`src/rtl/assert_macros.svh`:
```
// concurrent assertion helpers, sampled on clk and disabled while arst_n is low
`ifndef ASSERT_MACROS_SVH
`define ASSERT_MACROS_SVH

`ifndef SYNTHESIS

// property must hold at every sampled edge out of reset
`define SDES_ASSERT(label, prop) \
	label: assert property (@(posedge clk) disable iff (!arst_n) (prop)) \
		else $error("sdes assertion failed");

// expression must never be true out of reset
`define SDES_NEVER(label, expr) \
	`SDES_ASSERT(label, !(expr))

`else

`define SDES_ASSERT(label, prop)
`define SDES_NEVER(label, expr)

`endif

`endif

```
`src/rtl/sdes_pkg.sv`:
```
`default_nettype none

package sdes_pkg;

	localparam int unsigned KEY_W   = 10;
	localparam int unsigned BLOCK_W = 8;
	localparam int unsigned SUBK_W  = 8;
	localparam int unsigned HALF_W  = 4;

	localparam logic OP_ENCRYPT = 1'b0;
	localparam logic OP_DECRYPT = 1'b1;

	localparam logic REG_CIPHER_KEY = 1'b0;

	// indexed by {row, col}
	localparam logic [1:0] SBOX0 [16] = '{
		2'd1, 2'd0, 2'd3, 2'd2,
		2'd3, 2'd2, 2'd1, 2'd0,
		2'd0, 2'd2, 2'd1, 2'd3,
		2'd3, 2'd1, 2'd3, 2'd2
	};
	localparam logic [1:0] SBOX1 [16] = '{
		2'd0, 2'd1, 2'd2, 2'd3,
		2'd2, 2'd0, 2'd1, 2'd3,
		2'd3, 2'd0, 2'd1, 2'd0,
		2'd2, 2'd1, 2'd0, 2'd3
	};

	function automatic logic [KEY_W-1:0] p10(input logic [KEY_W-1:0] k);
		return {k[7], k[5], k[8], k[3], k[6], k[0], k[9], k[1], k[2], k[4]};
	endfunction

	function automatic logic [SUBK_W-1:0] p8(input logic [KEY_W-1:0] x);
		return {x[4], x[7], x[3], x[6], x[2], x[5], x[0], x[1]};
	endfunction

	// rotate both 5-bit halves left by one
	function automatic logic [KEY_W-1:0] ls1(input logic [KEY_W-1:0] x);
		return {x[8:5], x[9], x[3:0], x[4]};
	endfunction

	// rotate both 5-bit halves left by three
	function automatic logic [KEY_W-1:0] ls3(input logic [KEY_W-1:0] x);
		return {x[6:5], x[9:7], x[1:0], x[4:2]};
	endfunction

	function automatic logic [SUBK_W-1:0] subkey1(input logic [KEY_W-1:0] k);
		return p8(ls1(p10(k)));
	endfunction

	function automatic logic [SUBK_W-1:0] subkey2(input logic [KEY_W-1:0] k);
		return p8(ls3(p10(k)));
	endfunction

	function automatic logic [BLOCK_W-1:0] ip(input logic [BLOCK_W-1:0] b);
		return {b[6], b[2], b[5], b[7], b[4], b[0], b[3], b[1]};
	endfunction

	function automatic logic [BLOCK_W-1:0] ip_inv(input logic [BLOCK_W-1:0] b);
		return {b[4], b[7], b[5], b[3], b[1], b[6], b[0], b[2]};
	endfunction

	function automatic logic [SUBK_W-1:0] ep(input logic [HALF_W-1:0] r);
		return {r[0], r[3], r[2], r[1], r[2], r[1], r[0], r[3]};
	endfunction

	function automatic logic [HALF_W-1:0] p4(input logic [HALF_W-1:0] s);
		return {s[2], s[0], s[1], s[3]};
	endfunction

endpackage

`default_nettype wire

```
`src/rtl/sdes_round.sv`:
```
`default_nettype none

// one feistel round: right half passes, left half takes the round function
module sdes_round (
	input  wire logic [sdes_pkg::BLOCK_W-1:0] blk,
	input  wire logic [sdes_pkg::SUBK_W-1:0]  subkey,
	output logic      [sdes_pkg::BLOCK_W-1:0] result
);
	import sdes_pkg::*;

	logic [HALF_W-1:0] left;
	logic [HALF_W-1:0] right;
	logic [SUBK_W-1:0] x;
	logic [1:0]        s0_out;
	logic [1:0]        s1_out;
	logic [HALF_W-1:0] f;

	assign left  = blk[BLOCK_W-1:HALF_W];
	assign right = blk[HALF_W-1:0];
	assign x     = ep(right) ^ subkey;

	// row from the outer bits, column from the inner pair
	assign s0_out = SBOX0[{x[7], x[4], x[6], x[5]}];
	assign s1_out = SBOX1[{x[3], x[0], x[2], x[1]}];
	assign f      = p4({s0_out, s1_out});

	assign result = {left ^ f, right};

endmodule

`default_nettype wire

```
`src/rtl/sdes_byte_cipher_core.sv`:
```
// channel   dir  signals                     contents
// s_axis    in   s_tvalid s_tready s_tdata   tdata[7:0] block_in, tuser[0] op
//                s_tuser
// m_axis    out  m_tvalid m_tready m_tdata   tdata[7:0] block_out
// apb       in   psel penable pwrite paddr   register 0 at 0x0: cipher_key[9:0]
//                pwdata prdata pready
//
// three register stages (ip, first round and swap, second round and ip inverse);
// a byte passes through them in that order from its transaction on s_axis to m_tdata
// one byte per cycle sustained while m_tready stays high;
// the round function between stages sets the clock
// each stage holds its byte while the stage after it is full and stalled
// reset clears the stage valid bits and the key to zero

`default_nettype none

module sdes_byte_cipher_core (
	input  wire logic                          clk,
	input  wire logic                          arst_n,
	input  wire logic                          s_tvalid,
	output logic                               s_tready,
	input  wire logic [sdes_pkg::BLOCK_W-1:0]  s_tdata,  // [7:0] block_in
	input  wire logic                          s_tuser,  // [0] op
	output logic                               m_tvalid,
	input  wire logic                          m_tready,
	output logic      [sdes_pkg::BLOCK_W-1:0]  m_tdata,  // [7:0] block_out
	input  wire logic                          psel,
	input  wire logic                          penable,
	input  wire logic                          pwrite,
	input  wire logic [2:0]                    paddr,
	input  wire logic [31:0]                   pwdata,
	output logic      [31:0]                   prdata,
	output logic                               pready
);
	import sdes_pkg::*;

	logic [KEY_W-1:0]   key_q;
	logic [SUBK_W-1:0]  k1_q;
	logic [SUBK_W-1:0]  k2_q;
	logic               cfg_wr;

	logic               v_s1, v_s2, v_s3;
	logic               op_s1, op_s2;
	logic [BLOCK_W-1:0] blk_s1, blk_s2, blk_s3;
	logic               en1, en2, en3;

	logic [SUBK_W-1:0]  ka, kb;
	logic [BLOCK_W-1:0] r1_out, r2_out;

	assign pready = 1'b1;
	assign cfg_wr = psel && penable && pwrite && (paddr[2] == REG_CIPHER_KEY);
	assign prdata = (paddr[2] == REG_CIPHER_KEY) ? {22'd0, key_q} : 32'd0;

	// subkeys kept alongside the key so the datapath never sees the schedule
	always_ff @(posedge clk or negedge arst_n) begin
		if (!arst_n) begin
			key_q <= '0;
			k1_q  <= subkey1('0);
			k2_q  <= subkey2('0);
		end else if (cfg_wr) begin
			key_q <= pwdata[KEY_W-1:0];
			k1_q  <= subkey1(pwdata[KEY_W-1:0]);
			k2_q  <= subkey2(pwdata[KEY_W-1:0]);
		end
	end

	assign en3      = !v_s3 || m_tready;
	assign en2      = !v_s2 || en3;
	assign en1      = !v_s1 || en2;
	assign s_tready = en1;

	assign ka = (op_s1 == OP_DECRYPT) ? k2_q : k1_q;
	assign kb = (op_s2 == OP_DECRYPT) ? k1_q : k2_q;

	sdes_round u_round1 (
		.blk    (blk_s1),
		.subkey (ka),
		.result (r1_out)
	);

	sdes_round u_round2 (
		.blk    (blk_s2),
		.subkey (kb),
		.result (r2_out)
	);

	always_ff @(posedge clk or negedge arst_n) begin
		if (!arst_n) begin
			v_s1 <= 1'b0;
			v_s2 <= 1'b0;
			v_s3 <= 1'b0;
		end else begin
			if (en1) v_s1 <= s_tvalid;
			if (en2) v_s2 <= v_s1;
			if (en3) v_s3 <= v_s2;
		end
	end

	always_ff @(posedge clk) begin
		if (en1) begin
			blk_s1 <= ip(s_tdata);
			op_s1  <= s_tuser;
		end
		if (en2) begin
			blk_s2 <= {r1_out[HALF_W-1:0], r1_out[BLOCK_W-1:HALF_W]};
			op_s2  <= op_s1;
		end
		if (en3) begin
			blk_s3 <= ip_inv(r2_out);
		end
	end

	assign m_tvalid = v_s3;
	assign m_tdata  = blk_s3;

	`include "assert_macros.svh"

	// an empty output stage always leaves room at the input
	`SDES_ASSERT(a_ready_when_drained, !v_s3 |-> s_tready)
	// a full first stage moves on when the second stage takes
	`SDES_ASSERT(a_s2_load, (v_s1 && en2) |=> v_s2)
	// a stalled middle stage keeps its byte
	`SDES_ASSERT(a_s2_hold, (v_s2 && !en3) |=> (v_s2 && $stable(blk_s2) && $stable(op_s2)))
	// subkeys follow a key write
	`SDES_ASSERT(a_key_sched, cfg_wr |=> (k1_q == subkey1($past(pwdata[KEY_W-1:0]))
		&& k2_q == subkey2($past(pwdata[KEY_W-1:0]))))

endmodule

`default_nettype wire
```
`config.mk`:
```
export PLATFORM = sky130hd
export DESIGN_NAME = sdes_byte_cipher_core
export DESIGN_NICKNAME = d
export VERILOG_FILES = /design/src/rtl/sdes_pkg.sv /design/src/rtl/sdes_round.sv /design/src/rtl/sdes_byte_cipher_core.sv
export VERILOG_INCLUDE_DIRS = /design/src /design/src/rtl
export SDC_FILE = /design/constraint.sdc
export NUM_CORES = 1
export LEC_CHECK = 0
export BUFFER_PORTS_ARGS = -buffer_cell sky130_fd_sc_hd__buf_2
export CORE_MARGIN = 2
export CORE_UTILIZATION = 43
export DETAILED_ROUTE_END_ITERATION = 8
export PLACE_DENSITY = 0.83
export SLEW_MARGIN = 20
export SYNTH_ARGS = -nofsm -noshare
export SYNTH_HDL_FRONTEND = slang
export SYNTH_SLANG_ARGS = --single-unit
```
`constraint.sdc`:
```
create_clock -name clk -period 1.8 [get_ports clk]
set_clock_uncertainty 0.2 [all_clocks]
set_input_delay 0.18 -clock clk [delete_from_list [all_inputs] [get_ports clk]]
set_output_delay 0.18 -clock clk [all_outputs]
set_load 0.1 [all_outputs]
```
== Word-level counts from Yosys, hierarchy flattened ==
Memories as Yosys holds them, arrays and structs flattened.
Cells that the tools add are included.

* Memory bits (read-only): 128
* Input port bits: 51
* Bits in registers: 55
* Logic and storage cells: 48
* Memories: 4

* Reduce and logical (&&, ||, !) cells: 9
* Bitwise operators: 9
* Order comparisons: 4
* Multiplexer cells: 11

{| class="wikitable"
|+ Memories
! name !! words !! bits a word !! read ports !! clocked after memory_dff !! write ports !! line !! text
|-
| (name not given) || 16 || 2 || 1 || 0 || 0 || sdes_round.sv:23 || <nowiki>assign s0_out = SBOX0[{x[7], x[4], x[6], x[5]}];</nowiki>
|-
| (name not given) || 16 || 2 || 1 || 0 || 0 || sdes_round.sv:24 || <nowiki>assign s1_out = SBOX1[{x[3], x[0], x[2], x[1]}];</nowiki>
|-
| (name not given) || 16 || 2 || 1 || 0 || 0 || sdes_round.sv:24 ||
|-
| (name not given) || 16 || 2 || 1 || 0 || 0 || sdes_round.sv:23 ||
|}

{| class="wikitable"
|+ Operators with widths
! cell !! number
|-
| greater-or-equal comparator 5 bit (second input constant) || 4
|-
| NOT 4 -> 5 bit || 4
|-
| two-way mux 2 bit || 8
|-
| two-way mux 8 bit || 2
|-
| bitwise XOR 8 bit || 2
|-
| two-way mux 10 bit || 1
|-
| bitwise XOR 4 bit || 2
|-
| logical AND 1 bit || 3
|-
| logical NOT 1 bit || 3
|-
| logical OR 1 bit || 3
|-
| NOT 1 bit || 1
|}

== Logic depth before layout (Yosys ltp) ==
* Depth in word-level cells: 7
* Gate-level depth with buffers: 8
* Depth with buffers taken out: 7

== Modules after synthesis ==
From an unflattened synthesis, not the netlist that was laid out.

* Cell total of the unflattened synthesis: 175
* Area total of the unflattened synthesis: 2280.9 um^2

{| class="wikitable"
|+ Modules (own cells, without submodules)
! module !! instances !! cells each !! area each (um^2)
|-
| sdes_byte_cipher_core || 1 || 112 || 1770.4
|-
| sdes_round at u_round2 || 1 || 31 || 261.5
|-
| sdes_round at u_round1 || 1 || 32 || 249.0
|}

== Worst setup path after synthesis ==
OpenSTA, ideal clock, no wires.

* Path kind: register -> register
* Start: register v_s3 (netlist: m_tvalid)
* End: register blk_s1[0], enable pin
* Slack: -1494 ps
* Data arrival time: 2357 ps
* Cell stages (with the launch flop): 2
* Setup time: 737 ps
* Period minus slack after synthesis: 3294 ps
* Buffers on the path: 0
* Data required time: 863 ps
* Cells stage by stage: dfrtp_1 -> nand4b_1

* Word-level cells in the longest chain between the ends: 4

{| class="wikitable"
|+ RTL lines
! element !! line !! text
|-
| start: declaration || sdes_byte_cipher_core.sv:42 || <nowiki>logic v_s1, v_s2, v_s3;</nowiki>
|-
| start signal: assignment || sdes_byte_cipher_core.sv:95 || <nowiki>if (en3) v_s3 <= v_s2;</nowiki>
|-
| logical NOT 1 bit || sdes_byte_cipher_core.sv:67 || <nowiki>assign en3 = !v_s3 || m_tready;</nowiki>
|-
| logical OR 1 bit || sdes_byte_cipher_core.sv:67 ||
|-
| logical OR 1 bit || sdes_byte_cipher_core.sv:68 || <nowiki>assign en2 = !v_s2 || en3;</nowiki>
|-
| logical OR 1 bit || sdes_byte_cipher_core.sv:69 || <nowiki>assign en1 = !v_s1 || en2;</nowiki>
|-
| net s_tready || sdes_byte_cipher_core.sv:21 || <nowiki>output logic s_tready,</nowiki>
|-
| end signal: assignment || sdes_byte_cipher_core.sv:101 || <nowiki>blk_s1 <= ip(s_tdata);</nowiki>
|-
| end: declaration || sdes_byte_cipher_core.sv:44 || <nowiki>logic [BLOCK_W-1:0] blk_s1, blk_s2, blk_s3;</nowiki>
|}

The timed path passes the listed nets, and every way through them passes these cells.
A chain may end at the register's enable or synchronous reset.

== Worst setup path after layout ==
* Start: register op_s2
* End: register blk_s3[5] (netlist: m_tdata[5]), data pin

* Word-level cells in the longest chain between the ends: 7

{| class="wikitable"
|+ RTL lines
! element !! line !! text
|-
| start: declaration || sdes_byte_cipher_core.sv:43 || <nowiki>logic op_s1, op_s2;</nowiki>
|-
| start signal: assignment || sdes_byte_cipher_core.sv:106 || <nowiki>op_s2 <= op_s1;</nowiki>
|-
| two-way mux 8 bit || sdes_byte_cipher_core.sv:73 || <nowiki>assign kb = (op_s2 == OP_DECRYPT) ? k1_q : k2_q;</nowiki>
|-
| bitwise XOR 8 bit || sdes_round.sv:20 || <nowiki>assign x = ep(right) ^ subkey;</nowiki>
|-
| NOT 4 -> 5 bit (implied by the code) || sdes_round.sv:24 ||
|-
| memory (16 x 2 bit) || n/a ||
|-
| two-way mux 2 bit (implied by the code) (2 in a row) || sdes_round.sv:24 ||
|-
| bitwise XOR 4 bit || sdes_round.sv:27 || <nowiki>assign result = {left ^ f, right};</nowiki>
|-
| net r2_out[5] || sdes_byte_cipher_core.sv:48 || <nowiki>logic [BLOCK_W-1:0] r1_out, r2_out;</nowiki>
|-
| end signal: assignment || sdes_byte_cipher_core.sv:109 || <nowiki>blk_s3 <= ip_inv(r2_out);</nowiki>
|-
| end: declaration || sdes_byte_cipher_core.sv:44 ||
|}

The timed path passes the listed nets, and every way through them passes these cells. The select of a mux whose other input is x is not followed.

==> out/metrics.yaml <==
numCtsBuffers: 5
critPathKind: "flop to flop"
hpwl_um: 2990
worstSetupEndpointType: "flop"
grt_max_degree: 14
required_ns: 1.65
dr.pass1.iters: 4
cts_root_buf: "clkbuf_8"
drt_wl_total_um: 4600
grt_pass1_vias: 1521
overflow: 0
path_max_fanout: 4
synth_seq_cells: 39
multi_input_area_sq_um: 1110
clock_sinks: 39
die_h_um: 74.6
arrival_ns: 1.87
nFillCells: 357
start_util: 0.451
drv_slew: 0
post-route-period-util: 1.13
vias: 1486
drc: 0
drt-initial-drc-count: 43
antenna_found_initial: 0
design_area_sq_um: 3050
leakage_uw: 0.00131
yosysSeqAreaShare: 0.516
setup_viol: 8
ctsHtreeMaxLevel: 2
whs_ns: 0.0959
syn_to_final_growth_pct: 42.2
antenna_cells: 0
place_area_sq_um: 2530
grt_usage: 0.177
clk_pin_slew_ns: 0.09
dieArea_sq_um: 5570
io_buffers: 46
vias_per_cell: 4.50
cts_tree: "yes"
timing.fmax_mhz: 493
die_x_um: 74.6
synth_area_per_cell_sq_um: 12.5
nNetsFinal: 315
drive_gt1_frac: 0.464
peakVddDrop_mv: 0.823
finalWorstSetupSlack_ns: -0.229
antenna_violating_nets_post_route: 0
max-cap-violations: 0
fp-row-count: 25
worst_slew_pin_slew_ns: 0.502
design.core.area_sq_um: 4750
yosysUniqueCellTypes: 25
clock_latency_ns: 0.30
power_density_nw_per_um2: 1650
syn_area_sq_um: 2140
violations: "negative setup slack"
synthCells: 171
place.gp.congestion: 0.797
min_period_ns: 2.03
top_level_ports: 94
cts_buffer_depth: 2
status: "complete, but fails checks"
min_path_type: "primary input to asynchronous set/reset pin"
rsz0062_at_grt: "true"
wire_per_inst_um: 13.9
finalHoldViolations: 0
regArea_sq_um: 1110
yosys_warnings: 0
slew_headroom: 0.665
grt_pass1_wl_um: 7060
cp-start-kind: "flop"
Yosys cell counts, drive strengths merged:
cell,n,area (sq um)
mux2,10,113
clkbuf,2,7.51
nor2b,12,75.1
nand3b,3,22.5
a21oi,2,10.0
mux2i,16,160
nand2b,4,25.0
nand2,8,30.0
o21ai,6,30.0
conb,2,7.51
dfrtp,13,325
xor2,8,70.1
a211oi,2,15.0
o211ai,2,15.0
nand4b,2,17.5
ha,2,25.0
edfxtp,26,781
buf,25,195
xnor2,20,190
a22oi,2,15.0
nor2,2,7.51
inv,2,7.51
cells by family after synthesis:
logic type	after synthesis	share of synthesized area
xor+xnor	28	0.121
mux	26	0.127
buf+inv	29	0.0980
compound gates	14	0.0397
flops	39	0.516
fa+ha+maj	2	0.0117
simple gates	31	0.0828
other cells	2	0.00350
where the power goes:
| part | leakage, uW | internal [uW] | switching [uW] | total, uW |
|---|---|---|---|---|
| Clock | 0.0000418 | 270 | 317 | 587 |
| Combinational | 0.000855 | 1080 | 1880 | 2960 |
| Sequential | 0.000415 | 1260 | 216 | 1480 |
| Total | 0.00131 | 2610 | 2410 | 5020 |
flip-flops by register name (all words and copies together) (netlist names):
| signal | count |
|---|---|
| blk_s1 | 8 |
| op_s2 | 1 |
| v_s2 | 1 |
| m_tvalid | 1 |
| op_s1 | 1 |
| key_q | 9 |
| k2_q | 1 |
| blk_s2 | 8 |
| v_s1 | 1 |
| m_tdata | 8 |
placed cells by master, fill, tap and decap left out, types with 5 or more instances in the layout:
master	instances
dfrtp_1	12
dlygate4sd3_1	21
xnor2_1	11
nand2_1	8
xnor2_2	6
edfxtp_1	26
buf_2	38
xor2_1	8
mux2i_1	7
conb_1	23
mux2i_2	6
buf_4	24
clkbuf_8	5
mux2_2	10
nor2b_2	10
final timing paths:
kind | from | endpoint | slack, ns | cells after the start
worst max register to register | op_s2$_DFFE_PP_ | m_tdata[5]$_DFFE_PP_ | -0.23 | 7
worst max-delay path | op_s2$_DFFE_PP_ | m_tdata[5]$_DFFE_PP_ | -0.23 | 7
min in group clk | m_tready | v_s1$_DFFE_PN0P_ | 0.19 | 4
worst min register to register | v_s1$_DFFE_PN0P_ | v_s2$_DFFE_PN0P_ | 0.28 | 1
worst min-delay path | arst_n | key_q[0]$_DFFE_PN0P_ | 0.1 | 2
max in group asynchronous | arst_n | m_tvalid$_DFFE_PN0P_ | 1.04 | 2
critical path: stages (launching register included):
cell	delay, ns
edfxtp_1	0.47
mux2i_1	0.17
xnor2_1	0.27
inv_1	0.09
ha_2	0.18
a211oi_2	0.18
a21oi_1	0.07
xor2_1	0.14
repair_timing:
item                                    in CTS  in global routing
gates resized for setup                     16                 21
buffers inserted                             5                  1
endpoints found under the setup margin       8                 14
pin swaps                                   12                 10
hold endpoints to repair                    33                  0
hold buffers                                21                  0
layer usage:
layer | share of wire | global-route usage | up-vias
li1 | - | - | 726
met1 | 0.37 | 0.192 | 708
met2 | 0.58 | 0.339 | 45
met3 | 0.041 | 0.0455 | 7
met4 | 0.014 | 0.0476 | 0
met5 | 0 | 0 | -
cell type report:
cell class,instances,area share
clock buffer,5,0.0226
clock inverter,3,0.00657
inverter,2,0.00246
multi-input combinational,124,0.363
sequential,39,0.364
tap,67,0.0275
timing repair buffer,90,0.214
stage by stage:
stage / setup TNS (ns) / worst slack, ns / utilization / instances / power (uW)
final: -1.50 / -0.229 / 0.641 / 330 / 5020
after global routing: -2.24 / -0.356 / 0.641 / 330 / 5310
after CTS: -1.27 / -0.204 / 0.618 / 329 / 4800
after detailed placement: -1.60 / -0.240 / 0.532 / 296 / 4010
after global placement: -1.26 / -0.206 / 0.532 / 296 / 3930
after floorplan: -10.19 / -0.977 / - / 192 / 3510
(Power assumes the default switching activity.)
